## config.mk

```make
export PLATFORM = sky130hd
export DESIGN_NAME = morse_table_decoder
export DESIGN_NICKNAME = d
export VERILOG_FILES = /design/src/mtd_pkg.sv /design/src/morse_table_decoder.sv /design/src/mtd_table.sv
export VERILOG_INCLUDE_DIRS = /design/src /design/src/src
export SDC_FILE = /design/constraint.sdc
export NUM_CORES = 1
export LEC_CHECK = 0
export ABC_CLOCK_PERIOD_IN_PS = 3800
export BUFFER_PORTS_ARGS = -buffer_cell sky130_fd_sc_hd__buf_2
export CORE_ASPECT_RATIO = 0.6
export CORE_MARGIN = 2
export CORE_UTILIZATION = 38
export DETAILED_ROUTE_END_ITERATION = 6
export SYNTH_ARGS = -nofsm -noshare
export SYNTH_HDL_FRONTEND = slang
export SYNTH_SLANG_ARGS = --single-unit
```

## constraint.sdc

```tcl
create_clock -name aclk -period 3.8 [get_ports aclk]
set_input_delay 0.76 -clock aclk [delete_from_list [all_inputs] [get_ports aclk]]
set_output_delay 0.76 -clock aclk [all_outputs]
set_load 0.005 [all_outputs]
```

## src/morse_table_decoder_macros.svh

```systemverilog
// Assertion macros used by the Morse table decoder top level.
`ifndef MORSE_TABLE_DECODER_MACROS_SVH
`define MORSE_TABLE_DECODER_MACROS_SVH

// Checks that cons holds in the same cycle as ante.
`define MTD_ASSERT_SAME(label, clk, rstn, ante, cons) \
    label: assert property (@(posedge clk) disable iff (!(rstn)) (ante) |-> (cons)) \
        else $error("%m: check failed");

// Checks that cons holds in the cycle after ante.
`define MTD_ASSERT_NEXT(label, clk, rstn, ante, cons) \
    label: assert property (@(posedge clk) disable iff (!(rstn)) (ante) |=> (cons)) \
        else $error("%m: check failed");

`endif

```

## src/mtd_pkg.sv

```systemverilog
// Package with the codes and constants of the Morse table decoder.
package mtd_pkg;

    localparam int MAX_DEPTH_DEF = 6;
    localparam int PATH_W        = 6;

    localparam logic [1:0] MODE_CLEAR  = 2'd0;
    localparam logic [1:0] MODE_LOAD   = 2'd1;
    localparam logic [1:0] MODE_DECODE = 2'd2;

    localparam logic [1:0] SYM_DOT = 2'd0;
    localparam logic [1:0] SYM_DASH = 2'd1;
    localparam logic [1:0] SYM_SEP = 2'd2;

    localparam logic [1:0] STATUS_OK        = 2'd0;
    localparam logic [1:0] STATUS_NO_LETTER = 2'd1;
    localparam logic [1:0] STATUS_TOO_LONG  = 2'd2;

endpackage

```

## src/morse_table_decoder.sv

```systemverilog
// Morse decoder top level: tree walk over a heap-indexed letter table.
//
// The block takes one request per cycle. A dot or dash shifts the walk index,
// a load writes the letter table and a clear drops every valid bit, so none
// of these stalls. A letter separator reads the table at the walk index; its
// result passes through the table's registered read port and then through
// the output register. The input stalls only while both the read-result
// stage and the output register hold results that are not taken.
`include "morse_table_decoder_macros.svh"

module morse_table_decoder
    import mtd_pkg::*;
#(
    parameter int MAX_DEPTH = MAX_DEPTH_DEF
) (
    input  logic        aclk,
    input  logic        aresetn,
    input  logic        s_tvalid,
    output logic        s_tready,
    input  logic [23:0] s_tdata,  // symbol, letter, path_bits, path_length, zero pad
    input  logic [1:0]  s_tuser,  // mode
    output logic        m_tvalid,
    input  logic        m_tready,
    output logic [7:0]  m_tdata,  // decoded_letter
    output logic [1:0]  m_tuser   // status
);

    localparam int IDX_W = MAX_DEPTH + 1;

    logic [1:0]       in_mode;
    logic [1:0]       in_symbol;
    logic [7:0]       in_letter;
    logic [5:0]       in_path_bits;
    logic [2:0]       in_path_length;

    logic [IDX_W-1:0] walk_index_reg;
    logic [IDX_W-1:0] walk_index_next;
    logic             too_long_reg;
    logic             too_long_next;

    logic             s1_valid_reg;
    logic             s1_valid_next;
    logic             s1_too_long_reg;

    logic             m_tvalid_reg;
    logic [7:0]       m_letter_reg;
    logic [1:0]       m_status_reg;

    logic             accept;
    logic             out_free;
    logic             s1_move;
    logic             is_step;
    logic             is_sep;
    logic             sep_emit;
    logic             load_ok;
    logic [IDX_W-1:0] load_index;
    logic [IDX_W+PATH_W-1:0] bits_ext;

    logic [7:0]       tbl_rd_data;
    logic             tbl_rd_hit;
    logic [1:0]       s1_status;

    assign in_symbol      = s_tdata[1:0];
    assign in_letter      = s_tdata[9:2];
    assign in_path_bits   = s_tdata[15:10];
    assign in_path_length = s_tdata[18:16];
    assign in_mode        = s_tuser;

    assign out_free = !m_tvalid_reg || m_tready;
    assign s1_move  = s1_valid_reg && out_free;
    assign s_tready = !s1_valid_reg || out_free;
    assign accept   = s_tvalid && s_tready;

    assign is_step  = (in_mode == MODE_DECODE) &&
                      ((in_symbol == SYM_DOT) || (in_symbol == SYM_DASH));
    assign is_sep   = (in_mode == MODE_DECODE) && (in_symbol == SYM_SEP);
    assign sep_emit = accept && is_sep &&
                      !((walk_index_reg == IDX_W'(1)) && !too_long_reg);

    assign bits_ext = {{IDX_W{1'b0}}, in_path_bits};
    assign load_ok  = int'(in_path_length) <= MAX_DEPTH;

    always_comb begin
        for (int i = 0; i < IDX_W; i++) begin
            load_index[i] = (i == int'(in_path_length)) ||
                            ((i < int'(in_path_length)) && bits_ext[i]);
        end
    end

    always_comb begin
        walk_index_next = walk_index_reg;
        too_long_next   = too_long_reg;
        if (accept && is_step) begin
            if (walk_index_reg[IDX_W-1]) begin
                too_long_next = 1'b1;
            end else begin
                walk_index_next = {walk_index_reg[IDX_W-2:0], in_symbol[0]};
            end
        end else if (accept && is_sep) begin
            walk_index_next = IDX_W'(1);
            too_long_next   = 1'b0;
        end
    end

    assign s1_valid_next = sep_emit || (s1_valid_reg && !s1_move);

    mtd_table #(
        .IDX_W(IDX_W)
    ) u_table (
        .aclk    (aclk),
        .aresetn (aresetn),
        .clr     (accept && (in_mode == MODE_CLEAR)),
        .wr_en   (accept && (in_mode == MODE_LOAD) && load_ok),
        .wr_addr (load_index),
        .wr_data (in_letter),
        .rd_en   (sep_emit),
        .rd_addr (walk_index_reg),
        .rd_data (tbl_rd_data),
        .rd_hit  (tbl_rd_hit)
    );

    always_comb begin
        if (s1_too_long_reg) begin
            s1_status = STATUS_TOO_LONG;
        end else if (!tbl_rd_hit) begin
            s1_status = STATUS_NO_LETTER;
        end else begin
            s1_status = STATUS_OK;
        end
    end

    always_ff @(posedge aclk) begin
        if (!aresetn) begin
            walk_index_reg <= IDX_W'(1);
            too_long_reg   <= 1'b0;
            s1_valid_reg   <= 1'b0;
            m_tvalid_reg   <= 1'b0;
        end else begin
            walk_index_reg <= walk_index_next;
            too_long_reg   <= too_long_next;
            s1_valid_reg   <= s1_valid_next;
            if (s1_move) begin
                m_tvalid_reg <= 1'b1;
            end else if (m_tready) begin
                m_tvalid_reg <= 1'b0;
            end
        end
    end

    always_ff @(posedge aclk) begin
        if (sep_emit) begin
            s1_too_long_reg <= too_long_reg;
        end
        if (s1_move) begin
            m_status_reg <= s1_status;
            m_letter_reg <= (s1_status == STATUS_OK) ? tbl_rd_data : 8'd0;
        end
    end

    assign m_tvalid = m_tvalid_reg;
    assign m_tdata  = m_letter_reg;
    assign m_tuser  = m_status_reg;

    `MTD_ASSERT_SAME(a_letter_zero_on_error, aclk, aresetn,
        m_tvalid && (m_tuser != STATUS_OK), m_tdata == 8'd0)
    `MTD_ASSERT_SAME(a_walk_never_zero, aclk, aresetn,
        1'b1, walk_index_reg != '0)
    `MTD_ASSERT_NEXT(a_sep_returns_to_root, aclk, aresetn,
        accept && is_sep, (walk_index_reg == IDX_W'(1)) && !too_long_reg)
    `MTD_ASSERT_NEXT(a_empty_walk_silent, aclk, aresetn,
        accept && is_sep && (walk_index_reg == IDX_W'(1)) && !too_long_reg && !s1_valid_reg,
        !s1_valid_reg)

endmodule

```

## src/mtd_table.sv

```systemverilog
// Letter table memory with per-entry valid bits and a registered read port.
module mtd_table
    import mtd_pkg::*;
#(
    parameter int IDX_W = MAX_DEPTH_DEF + 1
) (
    input  logic             aclk,
    input  logic             aresetn,
    input  logic             clr,
    input  logic             wr_en,
    input  logic [IDX_W-1:0] wr_addr,
    input  logic [7:0]       wr_data,
    input  logic             rd_en,
    input  logic [IDX_W-1:0] rd_addr,
    output logic [7:0]       rd_data,
    output logic             rd_hit
);

    localparam int DEPTH = 1 << IDX_W;

    logic [7:0]       mem [DEPTH];
    logic [DEPTH-1:0] valid_reg;
    logic [7:0]       rd_data_reg;
    logic             rd_hit_reg;

    always_ff @(posedge aclk) begin
        if (wr_en) begin
            mem[wr_addr] <= wr_data;
        end
        if (rd_en) begin
            rd_data_reg <= mem[rd_addr];
            rd_hit_reg  <= valid_reg[rd_addr];
        end
    end

    always_ff @(posedge aclk) begin
        if (!aresetn) begin
            valid_reg <= '0;
        end else if (clr) begin
            valid_reg <= '0;
        end else if (wr_en) begin
            valid_reg[wr_addr] <= 1'b1;
        end
    end

    assign rd_data = rd_data_reg;
    assign rd_hit  = rd_hit_reg;

endmodule

```

==> run summary <==
The run finished, with violations left. The checks that failed: negative setup slack. Post-CTS timing repair inserted 0 buffers for setup. The count of warnings emitted by yosys came out at 0. In this run the core area contains 98 standard-cell rows.

In the final layout, the share of cells above drive strength 1 is 0.267. The clock root buffer is sky130_fd_sc_hd__clkbuf_16. The nature of the critical path startpoint is a flop. The length in cells of the worst reg-to-reg path is 9. The number of global-route vias before repair is 24200.

By area the synthesized netlist is led by sky130_fd_sc_hd__edfxtp_1 (68%), sky130_fd_sc_hd__mux4_2 (12%), sky130_fd_sc_hd__dfxtp_1 (6.0%), sky130_fd_sc_hd__mux2i_1 (2.9%), sky130_fd_sc_hd__o21a_1 (2.1%). The width of the chip is 453 um. By startpoint and endpoint, the worst setup path is classified as flop to flop. The worst hold margin is 0.304 ns. The count of nets left with antenna violations once routing finished came out at 0. The flop-to-flop setup slack is -0.02 ns.

The register bit count reported by yosys is 1182. The synthesized area per cell is 19.4 um2. For the worst setup path, the data required time is 4.26 ns. Setup repair after global routing left no endpoint under its margin. After routing the design area is 53000 um2. Across every metal layer, demand over resource in global routing totals 0.194. The half-perimeter wire length after detailed placement came out at 77.4 mm.

The insertion delay to the later sink of the worst-skew pair is 0.71 ns. The fraction of synthesized cell area taken by the top area cell type is 0.681. The number of inserted filler cells in the final layout came out at 10200. The mapped cell area came out at 46000 um2.

The residual DRC count is 0. The flip-flop count of the largest register, all copies and words added is 1024. Of the available clock period, the critical path in the final layout requires 1.01. The wire length per cell after detailed routing came out at 27.8 um.

The worst hold path stage count is 2. For this run, the register share of the synthesized area comes to 0.742. The source of the worst register-to-register timing path is walk_index_reg[0]$_SDFFE_PN1P_. The wire length of the first global-routing pass is 173 mm.

The path class of the lowest-slack min-delay path is input pin to flop. The most frequent cell after synthesis is sky130_fd_sc_hd__edfxtp_1. The overflow left after global routing came out at 0.

The count of endpoints failing setup in the final report came out at 1. In this run the critical register-to-register path is captured at u_table.rd_data[7]$_DFFE_PP_. VDD sags by at most 0.343 mV. The clock skew is 0.0139 ns. Power spread over the standard cell area amounts to 481 nW/um2. The first routing iteration left 3061 violations. The library cell contributing the largest single delay on the critical path is sky130_fd_sc_hd__o311ai_0. The congestion estimate from routability-driven global placement came to 0.909. The overall power is 25.5 mW. The dominant cell type by area after synthesis is sky130_fd_sc_hd__edfxtp_1.

In the post-route analysis, the smallest setup slack over all paths is -0.0220 ns. During placement, the flow inserted port buffers numbering 36. The synthesized instance count is 2375. The buffer depth of the longest clock path is 3. In the synthesized netlist, the cells that appear most often are sky130_fd_sc_hd__edfxtp_1 (1044), sky130_fd_sc_hd__mux4_2 (246), sky130_fd_sc_hd__nor2_1 (149), sky130_fd_sc_hd__dfxtp_1 (138), sky130_fd_sc_hd__mux2i_1 (134). The die outline area is 124000 um2. The count of pins on the block boundary came out at 42.

The area after detailed placement came out at 49600 um2. In this run the tightest slew margin relative to its limit is 0.195. The initial core utilization came out at 0.385. The detailed-route via count is 24200. The clock-pin slew of the registers on the worst-case setup and hold paths came out at 0.07 ns. The net count reported at finish is 2650. The aggregate routed wire length came out at 120 mm. The number of synthesized flops with an enable pin is 1044. The number of clock buffers inserted by TritonCTS is 102.

Prior to clock tree synthesis, the placed netlist has a worst setup slack of 0.179 ns. The most used flip-flop cell after synthesis is sky130_fd_sc_hd__edfxtp_1. The die is 274 um tall. The fraction of registers with async set or reset after synthesis came out at 0.

TritonCTS built the clock tree. The number of different library cells used by synthesis comes to 63. The mean number of vias per cell is 5.62.

The final hold violation count was 0. The top fanout value on the critical path came out at 25. The delay of the slowest cell on the worst path came out at 1.01 ns. The leakage component of the power came out at 17.1 nW. The maximum achievable frequency is 262 MHz. For hold timing, the worst endpoint is walk_index_reg[0]$_SDFFE_PN1P_. The post-route minimum period came out at 3.82 ns. The number of hold buffers added after CTS was 0. STA classifies the critical path endpoint as a flop. The largest net degree at the start of global routing came out at 129. At the pin with the least slew margin, the transition time is 1.19 ns. In this design, the critical path's most frequently occurring cell is sky130_fd_sc_hd__buf_4. The number of max-capacitance violations reported came out at 0. The number of H-tree branching levels came out at 3. The total count of max-transition violations in the final report came to 0. Data arrives at the worst endpoint at 4.28 ns. The core box area is 120000 um2.

The number of antenna violations at the first check in global routing is 10. Walking the worst path, the cells encountered are buf_12 > buf_4 > buf_4 > mux2i_1 > o22ai_1 > o311ai_0 > buf_4 > o2111ai_1 > a311o_1. The launch point of the worst hold path is aresetn. The count of clock tree sinks is 1182. The iteration count of the initial detailed-routing pass came out at 6.

From synthesis to final layout, the design area changed by 15.2%. Post-CTS repair changed the size of 0 cells.
## worst max-delay path, delay by kind of cell (launching register included)
family,cells,cell delay (ns)
AO/OA/AOI/OAI,4,1.58
flip-flops,1,0.83
multiplexers,1,0.19
buffers and inverters,4,0.94
## worst max path at each step
stage,startpoint,end,slack [ns],cells past startpoint
after floorplan,s_tdata[17],u_table.mem[127][0]$_DFFE_PP_,0.79,8
final,walk_index_reg[0]$_SDFFE_PN1P_,u_table.rd_data[7]$_DFFE_PP_,-0.02,9
after global routing,walk_index_reg[0]$_SDFFE_PN1P_,u_table.rd_data[7]$_DFFE_PP_,0.02,9
after global placement,walk_index_reg[1]$_SDFFE_PN0P_,u_table.rd_data[2]$_DFFE_PP_,0.17,7
after CTS,walk_index_reg[1]$_SDFFE_PN0P_,u_table.rd_data[2]$_DFFE_PP_,0.16,7
after detailed placement,walk_index_reg[1]$_SDFFE_PN0P_,u_table.rd_data[2]$_DFFE_PP_,0.18,7
## through the flow
stage	util	setup TNS (ns)	cells
floorplan	-	0	2382
global placement	0.415	0	4116
detailed placement	0.415	0	4116
CTS	0.443	0	4309
global route	0.443	0	4310
finish	0.443	-0.0220	4314
## layer usage
metal | GRT usage | wire length, um
met1 | 0.298 | 54800
met2 | 0.275 | 51100
met3 | 0.0443 | 11000
met4 | 0.0508 | 2910
met5 | 0 | 0
## report_power, final
group | internal (mW) | switching [mW]
Clock | 5.88 | 4.79
Sequential | 14.1 | 0.0200
Combinational | 0.215 | 0.450
Total | 20.2 | 5.26
## final cells by class
type	count	area (um2)	share of cell area
Tap cell	1600	2000	0.0378
Multi-Input combinational cell	1050	11100	0.209
Clock inverter	71	651	0.0123
Sequential cell	1182	34100	0.644
Timing Repair Buffer	280	2370	0.0447
Inverter	4	15.0	0.000283
Clock buffer	122	2750	0.0520
Antenna cell	5	12.5	0.000236
## placed cells by master (no fill, tap or decap), types with 6 or more instances in the layout
cell type / instances
sky130_fd_sc_hd__mux4_1: 6
sky130_fd_sc_hd__o21a_1: 128
sky130_fd_sc_hd__buf_2: 28
sky130_fd_sc_hd__mux4_2: 246
sky130_fd_sc_hd__nand3_1: 13
sky130_fd_sc_hd__clkbuf_16: 107
sky130_fd_sc_hd__nor2_1: 149
sky130_fd_sc_hd__nand2b_1: 9
sky130_fd_sc_hd__o211ai_1: 13
sky130_fd_sc_hd__clkinv_2: 22
sky130_fd_sc_hd__o21ai_0: 19
sky130_fd_sc_hd__nor2b_1: 26
sky130_fd_sc_hd__clkbuf_1: 13
sky130_fd_sc_hd__conb_1: 8
sky130_fd_sc_hd__bufinv_16: 10
sky130_fd_sc_hd__a22oi_1: 25
sky130_fd_sc_hd__a22o_1: 7
sky130_fd_sc_hd__nand2_1: 52
sky130_fd_sc_hd__edfxtp_1: 1044
sky130_fd_sc_hd__clkinvlp_4: 11
sky130_fd_sc_hd__a21oi_1: 43
sky130_fd_sc_hd__buf_12: 27
sky130_fd_sc_hd__a31oi_1: 8
sky130_fd_sc_hd__mux2_2: 22
sky130_fd_sc_hd__dfxtp_1: 133
sky130_fd_sc_hd__clkinv_1: 20
sky130_fd_sc_hd__o22ai_1: 25
sky130_fd_sc_hd__a211oi_1: 12
sky130_fd_sc_hd__o311ai_0: 8
sky130_fd_sc_hd__mux2i_1: 134
sky130_fd_sc_hd__and2_1: 23
sky130_fd_sc_hd__buf_4: 225
## cell families (layout without fill, tap and decap cells)
family,after synthesis,in the layout,share of synthesized area
flops,1182,1182,0.742
mux,408,408,0.158
compound gates,328,328,0.0509
simple gates,305,305,0.0307
buf+inv,150,477,0.0183
other cells,1,13,0.0000815
xor+xnor,1,1,0.000190
Note: power is estimated with default switching activity, not from simulation.
